$ cat src/hdl/q8bsd_pkg.sv
// Package for the block-scaled int8 dot product: lane constants, helper types shared by the
// lane and float modules, and fp32 functions used by the float module. No dependencies.
`timescale 1ns / 1ps
`default_nettype none
package q8bsd_pkg;

  localparam int unsigned Lanes     = 8;
  localparam int unsigned LaneBits  = 8;
  localparam int unsigned SumBits   = 32;
  localparam logic [31:0] CanonNan  = 32'h7FC00000;
  localparam logic [31:0] PosZero   = 32'h00000000;

  // Float pipeline states
  typedef enum logic [2:0] {
    FS_IDLE,
    FS_MUL1,
    FS_CVT,
    FS_MUL2,
    FS_ADD,
    FS_DONE
  } fstate_t;

  // Lane block to float unit hand-off
  typedef struct packed {
    logic        go;
    logic        row_end;
    logic [31:0] sum;
    logic [31:0] wscale;
    logic [31:0] ascale;
  } blk_req_t;

  // Round-to-nearest-even product of two binary32 values.
  function automatic logic [31:0] fmul(input logic [31:0] a, input logic [31:0] b);
    logic        s;
    logic [7:0]  ea, eb;
    logic [23:0] ma, mb;
    logic signed [10:0] ex;
    logic [47:0] p;
    logic [49:0] w;   // p with two extra low bits for sticky
    logic        st;
    logic [9:0]  sh;
    logic [24:0] m;
    logic        g, r;
    logic [25:0] mr;
    int          i;
    logic [5:0]  lz;
    logic        fnd;
    begin
      s  = a[31] ^ b[31];
      ea = a[30:23];
      eb = b[30:23];
      fmul = {s, 31'd0};
      if ((ea == 8'hFF && a[22:0] != 0) || (eb == 8'hFF && b[22:0] != 0)) begin
        fmul = CanonNan;
      end else if (ea == 8'hFF || eb == 8'hFF) begin
        if ((ea == 8'h00 && a[22:0] == 0) || (eb == 8'h00 && b[22:0] == 0))
          fmul = CanonNan;
        else
          fmul = {s, 8'hFF, 23'd0};
      end else if ((ea == 8'h00 && a[22:0] == 0) || (eb == 8'h00 && b[22:0] == 0)) begin
        fmul = {s, 31'd0};
      end else begin
        ma = {(ea != 0), a[22:0]};
        mb = {(eb != 0), b[22:0]};
        ex = $signed({3'd0, ((ea == 0) ? 8'd1 : ea)})
           + $signed({3'd0, ((eb == 0) ? 8'd1 : eb)}) - 11'sd127;
        p  = ma * mb;   // value = p * 2^(ex-127-46)
        // normalise: leading one to bit 47
        lz  = 6'd0;
        fnd = 1'b0;
        for (i = 47; i >= 0; i--) begin
          if (!fnd && p[i]) begin
            fnd = 1'b1;
            lz  = 6'(47 - i);
          end
        end
        p  = p << lz;
        ex = ex + 11'sd1 - $signed({5'd0, lz});
        // subnormal handling
        st = 1'b0;
        if (ex < 11'sd1) begin
          sh = 10'(11'sd1 - ex);
          if (sh > 10'd49) sh = 10'd49;
          w  = {p, 2'b00};
          for (i = 0; i < 50; i++)
            if (i < int'(sh)) st = st | w[i];
          w  = w >> sh;
          p  = w[49:2];
          st = st | w[1] | w[0];
          ex = 11'sd0;
        end
        m  = {1'b0, p[47:24]};
        g  = p[23];
        r  = (|p[22:0]) | st;
        mr = {1'b0, m} + {25'd0, (g & (r | m[0]))};
        if (ex == 11'sd0) begin
          // subnormal result; carry into bit 23 makes it normal
          fmul = {s, 7'd0, mr[23], mr[22:0]};
        end else begin
          if (mr[24]) begin
            mr = mr >> 1;
            ex = ex + 11'sd1;
          end
          if (ex >= 11'sd255) fmul = {s, 8'hFF, 23'd0};
          else                fmul = {s, ex[7:0], mr[22:0]};
        end
      end
    end
  endfunction

  // Round-to-nearest-even conversion of a two's complement word to binary32.
  function automatic logic [31:0] i2f(input logic [31:0] v);
    logic        s;
    logic [31:0] mag;
    logic [4:0]  msb;
    logic [31:0] nm;
    logic [24:0] m;
    logic        g, r;
    logic [7:0]  e;
    int          i;
    begin
      s   = v[31];
      mag = s ? (~v + 32'd1) : v;
      msb = 5'd0;
      for (i = 0; i < 32; i++)
        if (mag[i]) msb = 5'(i);
      if (mag == 32'd0) begin
        i2f = PosZero;
      end else begin
        nm = mag << (5'd31 - msb);
        m  = {1'b0, nm[31:8]};
        g  = nm[7];
        r  = |nm[6:0];
        m  = m + {24'd0, (g & (r | m[0]))};
        e  = 8'd127 + {3'd0, msb};
        if (m[24]) begin
          m = m >> 1;
          e = e + 8'd1;
        end
        i2f = {s, e, m[22:0]};
      end
    end
  endfunction

  // Round-to-nearest-even sum of two binary32 values; NaN comes out canonical.
  function automatic logic [31:0] fadd(input logic [31:0] a, input logic [31:0] b);
    logic [7:0]  ea, eb, eg, el;
    logic [26:0] mg, ml;   // hidden bit, 23 frac, guard, round, sticky
    logic        sg, sl, st;
    logic [7:0]  d;
    logic [27:0] sm;
    logic [9:0]  ex;
    logic [4:0]  lz;
    logic        fnd;
    logic [24:0] m;
    logic        g, r;
    int          i;
    begin
      ea = a[30:23];
      eb = b[30:23];
      fadd = PosZero;
      if ((ea == 8'hFF && a[22:0] != 0) || (eb == 8'hFF && b[22:0] != 0)) begin
        fadd = CanonNan;
      end else if (ea == 8'hFF && eb == 8'hFF) begin
        fadd = (a[31] == b[31]) ? a : CanonNan;
      end else if (ea == 8'hFF) begin
        fadd = a;
      end else if (eb == 8'hFF) begin
        fadd = b;
      end else begin
        if (a[30:0] >= b[30:0]) begin
          sg = a[31]; sl = b[31];
          eg = (ea == 0) ? 8'd1 : ea; el = (eb == 0) ? 8'd1 : eb;
          mg = {(ea != 0), a[22:0], 3'b000}; ml = {(eb != 0), b[22:0], 3'b000};
        end else begin
          sg = b[31]; sl = a[31];
          eg = (eb == 0) ? 8'd1 : eb; el = (ea == 0) ? 8'd1 : ea;
          mg = {(eb != 0), b[22:0], 3'b000}; ml = {(ea != 0), a[22:0], 3'b000};
        end
        d  = eg - el;
        st = 1'b0;
        if (d > 8'd26) begin
          st = |ml;
          ml = 27'd0;
        end else begin
          for (i = 0; i < 27; i++)
            if (i < int'(d)) st = st | ml[i];
          ml = ml >> d;
        end
        ml[0] = ml[0] | st;
        if (sg == sl) sm = {1'b0, mg} + {1'b0, ml};
        else          sm = {1'b0, mg} - {1'b0, ml};
        if (sm == 28'd0) begin
          fadd = (a[31] & b[31]) ? 32'h80000000 : PosZero;
        end else begin
          ex = {2'd0, eg};
          if (sm[27]) begin
            sm = {1'b0, sm[27:2], sm[1] | sm[0]};
            ex = ex + 10'd1;
          end else begin
            lz  = 5'd0;
            fnd = 1'b0;
            for (i = 26; i >= 0; i--) begin
              if (!fnd && sm[i]) begin
                fnd = 1'b1;
                lz  = 5'(26 - i);
              end
            end
            if ({5'd0, lz} >= ex) lz = 5'(ex - 10'd1);  // stop at subnormal range
            sm = sm << lz;
            ex = ex - {5'd0, lz};
          end
          m = {1'b0, sm[26:3]};
          g = sm[2];
          r = sm[1] | sm[0];
          m = m + {24'd0, (g & (r | m[0]))};
          if (m[24]) begin
            m  = m >> 1;
            ex = ex + 10'd1;
          end
          if (ex >= 10'd255)       fadd = {sg, 8'hFF, 23'd0};
          else if (ex == 10'd1 && !m[23]) fadd = {sg, 8'd0, m[22:0]};
          else                     fadd = {sg, ex[7:0], m[22:0]};
        end
      end
    end
  endfunction

endpackage
`default_nettype wire

$ cat src/hdl/q8bsd_lanes.sv
// Eight int8 multiply lanes, a combinational adder tree and the block sum register.
// Depends on q8bsd_pkg.
`timescale 1ns / 1ps
`default_nettype none
module q8bsd_lanes (
  input  wire logic                        clk,
  input  wire logic                        rst,
  input  wire logic                        take,
  input  wire logic [63:0]                 weight_lanes,
  input  wire logic [63:0]                 act_lanes,
  input  wire logic [31:0]                 weight_scale,
  input  wire logic [31:0]                 act_scale,
  input  wire logic                        block_end,
  input  wire logic                        row_end,
  output q8bsd_pkg::blk_req_t              req
);

  logic signed [15:0] prod [q8bsd_pkg::Lanes];
  logic               s1_vld, s1_blk, s1_row;
  logic [31:0]        s1_ws, s1_as;
  logic signed [18:0] lane_sum;
  logic [31:0]        block_sum;
  logic [31:0]        sum_next;

  // Stage 1: one product per lane
  always_ff @(posedge clk) begin
    for (int i = 0; i < q8bsd_pkg::Lanes; i++) begin
      prod[i] <= $signed(weight_lanes[i*8 +: 8]) * $signed(act_lanes[i*8 +: 8]);
    end
    s1_blk <= block_end | row_end;
    s1_row <= row_end;
    s1_ws  <= weight_scale;
    s1_as  <= act_scale;
  end

  always_ff @(posedge clk) begin
    if (rst) s1_vld <= 1'b0;
    else     s1_vld <= take;
  end

  // Merge the lanes into the block sum
  always_comb begin
    lane_sum = '0;
    for (int i = 0; i < q8bsd_pkg::Lanes; i++) begin
      lane_sum = lane_sum + 19'(prod[i]);
    end
    sum_next = block_sum + 32'(lane_sum);
  end

  always_ff @(posedge clk) begin
    if (rst) begin
      block_sum <= '0;
      req.go    <= 1'b0;
    end else begin
      req.go <= s1_vld & s1_blk;
      if (s1_vld) block_sum <= s1_blk ? 32'd0 : sum_next;
    end
    if (s1_vld & s1_blk) begin
      req.sum     <= sum_next;
      req.row_end <= s1_row;
      req.wscale  <= s1_ws;
      req.ascale  <= s1_as;
    end
  end

endmodule
`default_nettype wire

$ cat config.mk
export PLATFORM = sky130hd
export DESIGN_NAME = q8bsd_lanes
export DESIGN_NICKNAME = d
export VERILOG_FILES = /design/src/hdl/q8bsd_pkg.sv /design/src/hdl/q8bsd_lanes.sv
export SDC_FILE = /design/constraint.sdc
export NUM_CORES = 2
export LEC_CHECK = 0
export BUFFER_PORTS_ARGS = -buffer_cell sky130_fd_sc_hd__buf_2
export CAP_MARGIN = 20
export CORE_MARGIN = 2
export CORE_UTILIZATION = 56
export CTS_CLUSTER_DIAMETER = 60
export DETAILED_ROUTE_END_ITERATION = 8
export PLACE_DENSITY = 0.76
export SETUP_SLACK_MARGIN = 0.4
export SYNTH_ARGS = -nofsm -noshare
export SYNTH_HDL_FRONTEND = slang
export SYNTH_SLANG_ARGS = --single-unit
$ cat constraint.sdc
create_clock -name clk -period 7.4 [get_ports clk]
set_input_delay 1.11 -clock clk [delete_from_list [all_inputs] [get_ports clk]]
set_output_delay 1.11 -clock clk [all_outputs]
set_load 0.01 [all_outputs]
==> flow_metrics.py <==
metrics = {
    "place": {
        "dp_slack_ns": 0.9458,
        "hpwlAfterDp_mm": 57.28,
        "port_buffers": 294,
        "gp_congestion": 0.8930,
    },
    "die": {
        "die_y_microns": 244.6,
        "initial_core_util_pct": 56.39,
        "rows": 88,
        "core_area_sq_mm": 0.05748,
        "die_w_microns": 244.6,
        "num_io_pins": 295,
        "dieArea_sq_mm": 0.05981,
    },
    "worst_setup_path": {
        "reg2reg_depth": 26,
        "end_kind": "flop",
        "slowest_stage": "fa_1",
        "max_stage_delay_ns": 0.52,
        "worstPathArrival_ns": 6.93,
        "reg2reg_slack_ns": 0.91,
        "required_ns": 7.84,
        "crit_type": "flop to flop",
        "path_max_fanout": 7,
        "rr_startpoint": "prod[1][51]$_DFF_P_",
        "startpoint_type": "flop",
        "critical_path_buf_inv_count": 4,
        "cp_top_family": "compound AO/OA/AOI/OAI gates",
        "rr_endpoint": "block_sum[30]$_SDFFE_PP0P_",
    },
    "routing": {
        "drc_errors": 0,
        "vias": 21817,
        "postRouteAntennaNets": 0,
        "drtIter0Drc": 1081,
        "drt_wl_total_mm": 68.13,
        "avgViaCountPerCell": 5.048,
        "drt_pass1_iterations": 5,
        "wl_per_cell_microns": 15.76,
    },
    "min_path": {
        "hold_path.class": "flop to flop",
        "hold_depth": 0,
        "min_from": "s1_ws[22]$_DFF_P_",
        "hold_end": "req[54]$_DFFE_PP_",
    },
    "timing": {
        "tns_ns": 0,
        "fin_ws_ns": 0.9124,
        "fmaxAchievable_mhz": 154.1,
        "slew_viol_final": 0,
        "clock_skew_ns": 0.01491,
        "finalCritPeriodShare_pct": 87.67,
        "rsz0062_at_grt": "no",
        "setup_viol": 0,
        "hold_violations": 0,
        "final.min_clock_period_ns": 6.488,
        "worstMarginPinSlew_ns": 0.9426,
        "slew_headroom_pct": 36.36,
    },
    "clocking": {
        "htreeDepth": 2,
        "clk_latency_ns": 0.56,
        "clk_path_buf_depth": 3,
        "post-cts-setup-buffers": 0,
        "hold_buffers": 0,
        "ctsRootBufferMaster": "clkbuf_16",
        "cts_tree": "yes",
        "ctsResizeCount": 0,
        "cts.clk_slew.worst_paths_ns": 0.06,
        "numCtsBuffers": 37,
        "cts.sinks": 325,
    },
    "synth": {
        "synth_edf_count": 97,
        "yosysUniqueCellTypes": 59,
        "yosysTopAreaCellShare_pct": 33.36,
        "netlist_instances": 3204,
        "synth-warning-count": 0,
        "ys_top_cells_by_area": "fa_1 33%, dfxtp_1 14%, ha_1 11%",
        "ys.flop_type": "dfxtp_1",
        "ys_ff_latch": 325,
        "synth_area_leader_cell": "fa_1",
        "yosysSeqAreaShare_pct": 23.07,
        "syn-num-nets": 4226,
        "syn_area_sq_mm": 0.03241,
        "avgSynthCellArea_sq_um": 10.12,
        "synthArstFlopShare_pct": 0,
    },
    "final_layout": {
        "syn_to_final_growth_pct": 11.54,
        "drive_above_1_share_pct": 10.50,
        "nets": 4544,
    },
    "outcome": {
        "status": "completed",
    },
    "global_route": {
        "grt-ovfl-total": 0,
        "antenna_found_initial": 5,
        "grt_pass1_wl_mm": 115.0,
        "grt_util_all_layers_pct": 23.95,
        "grt_pass1_vias": 22962,
        "grt_max_degree": 78,
    },
    "flow_run": {
        "timing.max_cap.violations": 0,
    },
}
==> cells by family (layout without fill, tap and decap cells) <==
| logic type | after synthesis | after routing | synth area share [%] |
|---|---|---|---|
| buffers and inverters | 797 | 1144 | 9.231 |
| muxes | 6 | 6 | 0.1892 |
| adders and majority gates | 825 | 825 | 44.36 |
| xor gates and xnor gates | 159 | 159 | 4.297 |
| AOI/OAI and AO/OA | 322 | 322 | 6.393 |
| DFF | 325 | 325 | 23.07 |
| and+or+nand+nor | 770 | 770 | 12.46 |
| other | 0 | 6 | 0 |
==> layout by cell type, fill, tap and decap left out, drive strengths merged, types with 3 or more instances in the layout <==
| cell type | Yosys | routed |
|---|---|---|
| a211oi | 7 | 7 |
| a21boi | 13 | 13 |
| a21o | 48 | 48 |
| a21oi | 104 | 104 |
| a221o | 3 | 3 |
| a221oi | 5 | 5 |
| a22o | 17 | 17 |
| a31oi | 7 | 7 |
| a41o | 5 | 5 |
| and2 | 309 | 309 |
| and3 | 5 | 5 |
| buf | 0 | 298 |
| bufinv | 0 | 3 |
| clkbuf | 19 | 46 |
| clkinv | 0 | 13 |
| dfxtp | 228 | 228 |
| diode | 0 | 6 |
| edfxtp | 97 | 97 |
| fa | 540 | 540 |
| ha | 285 | 285 |
| inv | 778 | 783 |
| mux2i | 5 | 5 |
| nand2 | 220 | 220 |
| nand2b | 60 | 60 |
| nand3 | 18 | 18 |
| nand4 | 13 | 13 |
| nand4b | 5 | 5 |
| nor2 | 82 | 82 |
| nor2b | 32 | 32 |
| nor3 | 16 | 16 |
| o21a | 7 | 7 |
| o21ai | 73 | 73 |
| o21bai | 6 | 6 |
| o311ai | 5 | 5 |
| o31ai | 4 | 4 |
| or3 | 3 | 3 |
| xnor2 | 117 | 117 |
| xor2 | 42 | 42 |
==> layer usage <==
| metal | global-route usage, % | share of wire (%) | up-vias |
|---|---|---|---|
| met3 | 2.480 | 4.1 | 108 |
| met2 | 40.75 | 49 | 501 |
| met1 | 32.37 | 44 | 10765 |
| li1 | - | - | 10443 |
| met5 | 0 | 0 | - |
| met4 | 7.478 | 2.9 | 0 |
==> worst max-delay path by stage <==
stage / startpoint / to / slack, ns / depth (start not counted)
5_1_grt: prod[1][50]$_DFF_P_ / block_sum[29]$_SDFFE_PP0P_ / 0.51 / 24
3_3_place_gp: prod[1][51]$_DFF_P_ / block_sum[30]$_SDFFE_PP0P_ / 1.04 / 26
3_5_place_dp: prod[1][51]$_DFF_P_ / req[92]$_DFFE_PP_ / 0.95 / 25
6_report: prod[1][51]$_DFF_P_ / block_sum[30]$_SDFFE_PP0P_ / 0.91 / 26
4_1_cts: prod[1][51]$_DFF_P_ / block_sum[30]$_SDFFE_PP0P_ / 0.94 / 26
2_1_floorplan: prod[1][50]$_DFF_P_ / block_sum[30]$_SDFFE_PP0P_ / 1.0 / 24
==> registers in the layout (all words and copies together) (netlist names) <==
signal and flops:
prod 128, s1_ws 32, s1_vld 1, req 98, s1_as 32, s1_row 1, s1_blk 1, block_sum 32
==> Yosys cell counts, drive strengths merged (6+ instances only) <==
library cell	number
fa	540
nor2b	32
a31oi	7
xnor2	117
inv	778
a21boi	13
o21ai	73
a22o	17
nand4	13
xor2	42
nand3	18
nor3	16
ha	285
dfxtp	228
a21o	48
edfxtp	97
o21a	7
a211oi	7
nand2	220
nand2b	60
a21oi	104
clkbuf	19
and2	309
nor2	82
o21bai	6
==> layout make-up <==
type,count,area [sq um]
Multi-Input combinational cell,2082,21940
Fill cell,4719,21330
Sequential cell,325,7477
Inverter,778,2920
Timing Repair Buffer,298,1501
Clock buffer,46,1052
Tap cell,765,957.2
Clock inverter,22,284.0
Antenna cell,6,15.01
==> metrics by stage <==
stage / std cells / hold slack, ns / area (sq um) / util (%)
global placement: 4248 / 0.3854 / 34800 / 60.55
CTS: 4316 / 0.3928 / 36130 / 62.87
global route: 4321 / 0.3873 / 36150 / 62.89
detailed placement: 4248 / 0.3887 / 34800 / 60.55
finish: 4322 / 0.3903 / 36150 / 62.90
floorplan: 3204 / 0.3855 / 32410 / -
Power is not shown: default switching activity piles up to over one toggle a cycle in this logic, so the estimate is an artifact.
